## src/rtl/core/mcsd_pkg.sv

```systemverilog
`default_nettype none

package mcsd_pkg;

    localparam int QUEUE_DEPTH = 4;
    localparam int QPTR_W = 2;

    localparam logic [31:0] ACC_MASK = 32'h7FFF7FFF;

    localparam int CFG_W = 31;

    typedef enum logic {
        CFG_PHASE_INC = 1'b0,
        CFG_PHASE_MOD = 1'b1
    } cfg_index_t;

    localparam logic [CFG_W-1:0] PHASE_INC_RESET = 31'd3241350;
    localparam logic [CFG_W-1:0] PHASE_MOD_RESET = 31'd420000000;

    typedef enum logic {
        OP_WRITE = 1'b0,
        OP_TICK  = 1'b1
    } op_kind_t;

    typedef struct packed {
        logic        req_type;
        logic [14:0] word_address;
        logic [31:0] word_data;
    } in_word_t;

    typedef struct packed {
        logic [13:0] toggle_mask;
        logic [13:0] pin_levels;
        logic        frame_advanced;
        logic [14:0] frame_position;
    } out_word_t;

    typedef struct packed {
        op_kind_t    kind;
        logic [14:0] word_address;
        logic [31:0] word_data;
    } q_entry_t;

    typedef struct packed {
        logic     valid;
        q_entry_t entry;
    } q_head_t;

    typedef enum logic [1:0] {
        BK_IDLE,
        BK_STEP,
        BK_READ,
        BK_DRAIN
    } bk_state_t;

endpackage

`default_nettype wire

```

## src/rtl/core/mcsd_front.sv

```systemverilog
`default_nettype none

module mcsd_front #(
    parameter int MEM_DEPTH = 32768
) (
    input  wire                 aclk,
    input  wire                 aresetn,
    input  wire                 s_valid,
    output logic                s_ready,
    input  mcsd_pkg::in_word_t  s_data,
    output mcsd_pkg::q_head_t   q_head,
    input  wire                 q_pop
);

    localparam int QD = mcsd_pkg::QUEUE_DEPTH;
    localparam int PW = mcsd_pkg::QPTR_W;
    localparam int CNT_W = PW + 1;

    mcsd_pkg::q_entry_t fifo_reg [QD];
    logic [PW-1:0]      wr_ptr_reg, wr_ptr_next;
    logic [PW-1:0]      rd_ptr_reg, rd_ptr_next;
    logic [CNT_W-1:0]   count_reg, count_next;

    logic               keep;
    logic               push;
    logic               pop;
    mcsd_pkg::q_entry_t new_entry;

    // writes beyond the memory are taken and dropped here
    always_comb begin
        keep = (s_data.req_type == mcsd_pkg::OP_TICK) ||
               (32'(s_data.word_address) < 32'(MEM_DEPTH));
        push = s_valid && s_ready && keep;
        pop  = q_pop && q_head.valid;

        new_entry.kind         = mcsd_pkg::op_kind_t'(s_data.req_type);
        new_entry.word_address = s_data.word_address;
        new_entry.word_data    = s_data.word_data;

        wr_ptr_next = push ? wr_ptr_reg + PW'(1) : wr_ptr_reg;
        rd_ptr_next = pop ? rd_ptr_reg + PW'(1) : rd_ptr_reg;
        count_next  = count_reg;
        if (push && !pop) begin
            count_next = count_reg + CNT_W'(1);
        end else if (pop && !push) begin
            count_next = count_reg - CNT_W'(1);
        end
    end

    assign s_ready      = (count_reg != CNT_W'(QD));
    assign q_head.valid = (count_reg != '0);
    assign q_head.entry = fifo_reg[rd_ptr_reg];

    always_ff @(posedge aclk) begin
        if (!aresetn) begin
            wr_ptr_reg <= '0;
            rd_ptr_reg <= '0;
            count_reg  <= '0;
        end else begin
            wr_ptr_reg <= wr_ptr_next;
            rd_ptr_reg <= rd_ptr_next;
            count_reg  <= count_next;
        end
    end

    always_ff @(posedge aclk) begin
        if (push) begin
            fifo_reg[wr_ptr_reg] <= new_entry;
        end
    end

endmodule

`default_nettype wire

```

## config.mk

```make
export PLATFORM = sky130hd
export DESIGN_NAME = mcsd_front
export DESIGN_NICKNAME = d
export VERILOG_FILES = /design/src/rtl/core/mcsd_pkg.sv /design/src/rtl/core/mcsd_front.sv
export SDC_FILE = /design/constraint.sdc
export NUM_CORES = 1
export LEC_CHECK = 0
export BUFFER_PORTS_ARGS = -buffer_cell sky130_fd_sc_hd__buf_2
export CAP_MARGIN = 20
export CELL_PAD_IN_SITES_DETAIL_PLACEMENT = 0
export CELL_PAD_IN_SITES_GLOBAL_PLACEMENT = 2
export CORE_MARGIN = 2
export CORE_UTILIZATION = 44
export DETAILED_ROUTE_END_ITERATION = 16
export HOLD_SLACK_MARGIN = 0.06
export PLACE_DENSITY = 0.78
export SYNTH_ARGS = -nofsm -noshare
export SYNTH_HDL_FRONTEND = slang
export SYNTH_SLANG_ARGS = --single-unit
```

## constraint.sdc

```tcl
create_clock -name aclk -period 3.2 [get_ports aclk]
set_input_delay 0.64 -clock aclk [delete_from_list [all_inputs] [get_ports aclk]]
set_output_delay 0.64 -clock aclk [all_outputs]
set_load 0.01 [all_outputs]
```

# After elaboration in Yosys (flattened, before gate mapping)
# Memories as Yosys holds them, arrays and structs flattened. A register that Yosys moved wholly into a read port is not among the register bits.
# Cells that the tools add are included.
# classes
n_addsub	4
n_eq_ne	1
n_mux	6
n_reduce_logical	8
# ops
op	count
$mux W3	2
$add A2 B1 Y2 const B	2
$logic_and A1 B1 Y1	4
$mux W2	2
$add A3 B1 Y3 const B	1
$ne A3 B3 Y1 const B	1
$reduce_bool A3 Y1	1
$sub A3 B1 Y3 const B	1
$logic_not A1 Y1	2
$mux W1	2
$reduce_bool A2 Y1	1
# totals
register_bits	7
ramBits	192
in_bits	52
out_inout_bits	50
elab_cells	23
memories	1
# mem_list
memory	words	width	rd	rd_ports_with_merged_regs	write_ports	line	rtl
fifo_reg	4	48	1	1	1	mcsd_front.sv:19	mcsd_pkg::q_entry_t fifo_reg [QD];

# Longest topological paths before layout
# logic_depth
word_depth	6
depth_mapped	8

# Least setup slack after synthesis
# No wires, ideal clock.
# synth_timing
path_kind	input port to flip-flop
start	input port s_valid
end	memory fifo_reg[0][0] in the netlist's numbering (enable)
setup_ps	410
arrival_ps	2108
required_ps	2790
path_slack_ps	681
path_stages	2
cell_sequence	a21boi_2 -> and2_1
# synth_via
elab_chain_cells	3
# synth_rtl
element	line	rtl
start: declaration	mcsd_front.sv:8	input wire s_valid,
$logic_and A1 B1 Y1	mcsd_front.sv:33	push = s_valid && s_ready && keep;
$mux W1	mcsd_front.sv:67	if (push) begin
$mux W1 (not written as such)	mcsd_front.sv:68	fifo_reg[wr_ptr_reg] <= new_entry;
end: declaration	mcsd_front.sv:19	
# No other way between the ends.

==> impl_results.md <==
* Status: completed
* Sequential area share after synthesis at 80.4%
* Pre-antenna DRT Iters at 4
* Top-area cell type share of the netlist area at 77.9%
* Initial antenna violation count at 0
* Antenna diodes at 0
* Layout area overhead at 19.4%
* CTS tree: built
* Most frequent cells in the layout: edfxtp_1, buf_2, mux4_2
* Setup TNS at 0 ps
* Critical path endpoint category: primary output
* Via density at 5.16
* Core Rows at 47
* Max reg flops at 192
* Mux cell area share after synthesis at between 15 and 20%
* Hold Path Class: input port to flop
* Post-cts resize count at 0
* Final slew viol count at 0
* WS Path Type: flop to primary output
* CTS Buf Count at 20
* Placer Congestion at 0.694
* First-pass GRT wire length at a little under 20,000 um
* Pwr dens at 796 nW/um^2
* Startpoint types: flop
* Hold Vio Cnt, Final at 0
* Total track usage at 14.6%
* Rel. slew slack at about 70%
* Post-synthesis xor/xnor area fraction at less than 1%
* Flops & latches, synth at 201
* Clock Latency Late Sink at about 480 ps
* Max-cap violation count at 0
* Final worst-path cycle share at about 82%
* Post-layout util at roughly 53%
* Bufs on Longest Clock Path at 3
* I/O Pins at 102
* Clock transition at path regs at about 60 ps
* Synth Area in Adders at 1.12%
* Vias in the first global route at 3,671
* Hold Path Depth at 1
* # nets final at 475
* Commonest non-fill, non-tap cell in the layout: edfxtp_1
* Detailed Route WL at between 10,000 and 15,000 um
* Synth warn at 0
* Final Non-Filler Cells at 651
* Layout cell share with drive strength beyond 1 at 43.6%
* CP max FO at 14
* # setup viols final at 0
* Vias at 3,362
* Hold slack at 377 ps
* Post-DRT Antenna Nets at 0
* RSZ-0062 raised after global routing: no
* Lkg Pwr at 2.96 nW
* Cts hold-fix bufs at 0
* Hpwl dp at between 7000 and 8000 um
* Cells along the critical path: buf_4 -> mux4_2 -> buf_2
* Leading area contributor after synthesis: edfxtp_1
* Grt ovf at 0
* CP Data Required Time at 2560 ps
* Slowest stage delay, CP at 560 ps
* DIE AREA at ~18,000 um^2
* VDD IR max at 0.402 mV
* Synth Area in Simple Gates at under 10%
* Clock period minus worst slack at approximately 2600 ps
* Largest family of logic cells by synthesized area: multiplexers
* Initial DRC Count at about 150
* Worst clock skew at 12.0 ps
* Largest net degree at the start of global routing at 49
* Die X at roughly 130 um
* Worst Max-Slew Pin Slew at ~460 ps
* Syn_nets at 356
* DRC at 0
* Clock root buffer: clkbuf_16
* FF-to-FF path depth at 8
* Compound-Gate Fraction of Synth Area at 0.609%
* Die Ht at approximately 130 um
* Slowest CP cell: mux4_2
* IO buf count at 101
* F_max at 379 MHz
* Post-DR wirelength/cell at ~19 um
* Core area at 16,500 um^2
* Post-CTS Setup Repair Bufs at 0
* WP data arrival at 2000 ps
* TritonCTS Sinks at ~200
* Synth top area cells: edfxtp_1, mux4_2, dfxtp_1
* Syn Inst Count at 298
* Inst Count DP at between 600 and 700
* H-tree Lvls at 1
* Synth Cell Area at 7400 um^2
* Post-synth cell types at 23
* Initial Util at 44.8%
* Mapped Avg Cell Area at 24.8 um^2
==> synthesized netlist by cell type (all sizes together) <==
library cell / count
buf: 8
and2: 8
dfxtp: 9
edfxtp: 192
a21boi: 2
nand2: 5
clkbuf: 3
fa: 1
o31ai: 1
nor2: 1
mux4: 48
ha: 5
nor2b: 1
inv: 3
o311ai: 1
mux2i: 3
o21ai: 1
xnor2: 3
xor2: 1
or3: 2
==> critical path: cells and delay by family, from the launching register on <==
kind	cells	cell delay [ps]
mux	1	560
buf+inv	2	500
flops	1	470
==> where the power goes <==
group | switching (W) | total [W] | internal, W
Combinational | 0.000787 | 0.00160 | 0.000811
Sequential | 0.000130 | 0.00333 | 0.00320
Clock | 0.000877 | 0.00211 | 0.00123
==> layout make-up <==
class                   count  area, um^2
inverters                   3        11.3
clock inverters             5        21.3
fillers                  1306        7690
flip-flops and latches    201        5950
well taps                 220         275
clock buffers              31         573
multi-input cells          83        1370
repair buffers            108         633
==> worst paths after layout <==
check	from	end	slack [ps]
worst max-delay path	flop	q_head[6]	560
worst min-delay path	s_data[36]	fifo_reg[2][36]$_DFFE_PP_	380
worst max register to register	count_reg[0]$_SDFFE_PN0P_	count_reg[2]$_SDFFE_PN0P_	840
worst min register to register	wr_ptr_reg[0]$_SDFFE_PN0P_	wr_ptr_reg[0]$_SDFFE_PN0P_	510
==> per-stage QoR <==
stage	setup WS, ps	cell area [um^2]	total power (W)
floorplan	681	7400	0.00443
CTS	489	8830	0.00715
detailed placement	697	8240	0.00503
finish	562	8830	0.00703
global placement	842	8240	0.00499
global route	431	8830	0.00737
==> layer usage <==
metal | routed length (um) | global-route usage [%]
met2 | 6340 | 24.4
met3 | 677 | 3.39
met4 | 208 | 3.78
met5 | 0 | 0
met1 | 5470 | 19.6
==> logic make-up after synthesis <==
kind of cell	count (synthesis)
AO/OA/AOI/OAI	5
XOR/XNOR	4
adder cells (fa/ha/maj)	6
buffers and inverters	14
flip-flops	201
multiplexers	51
AND/OR/NAND/NOR	17
Note: power is estimated with default switching activity, not from simulation.
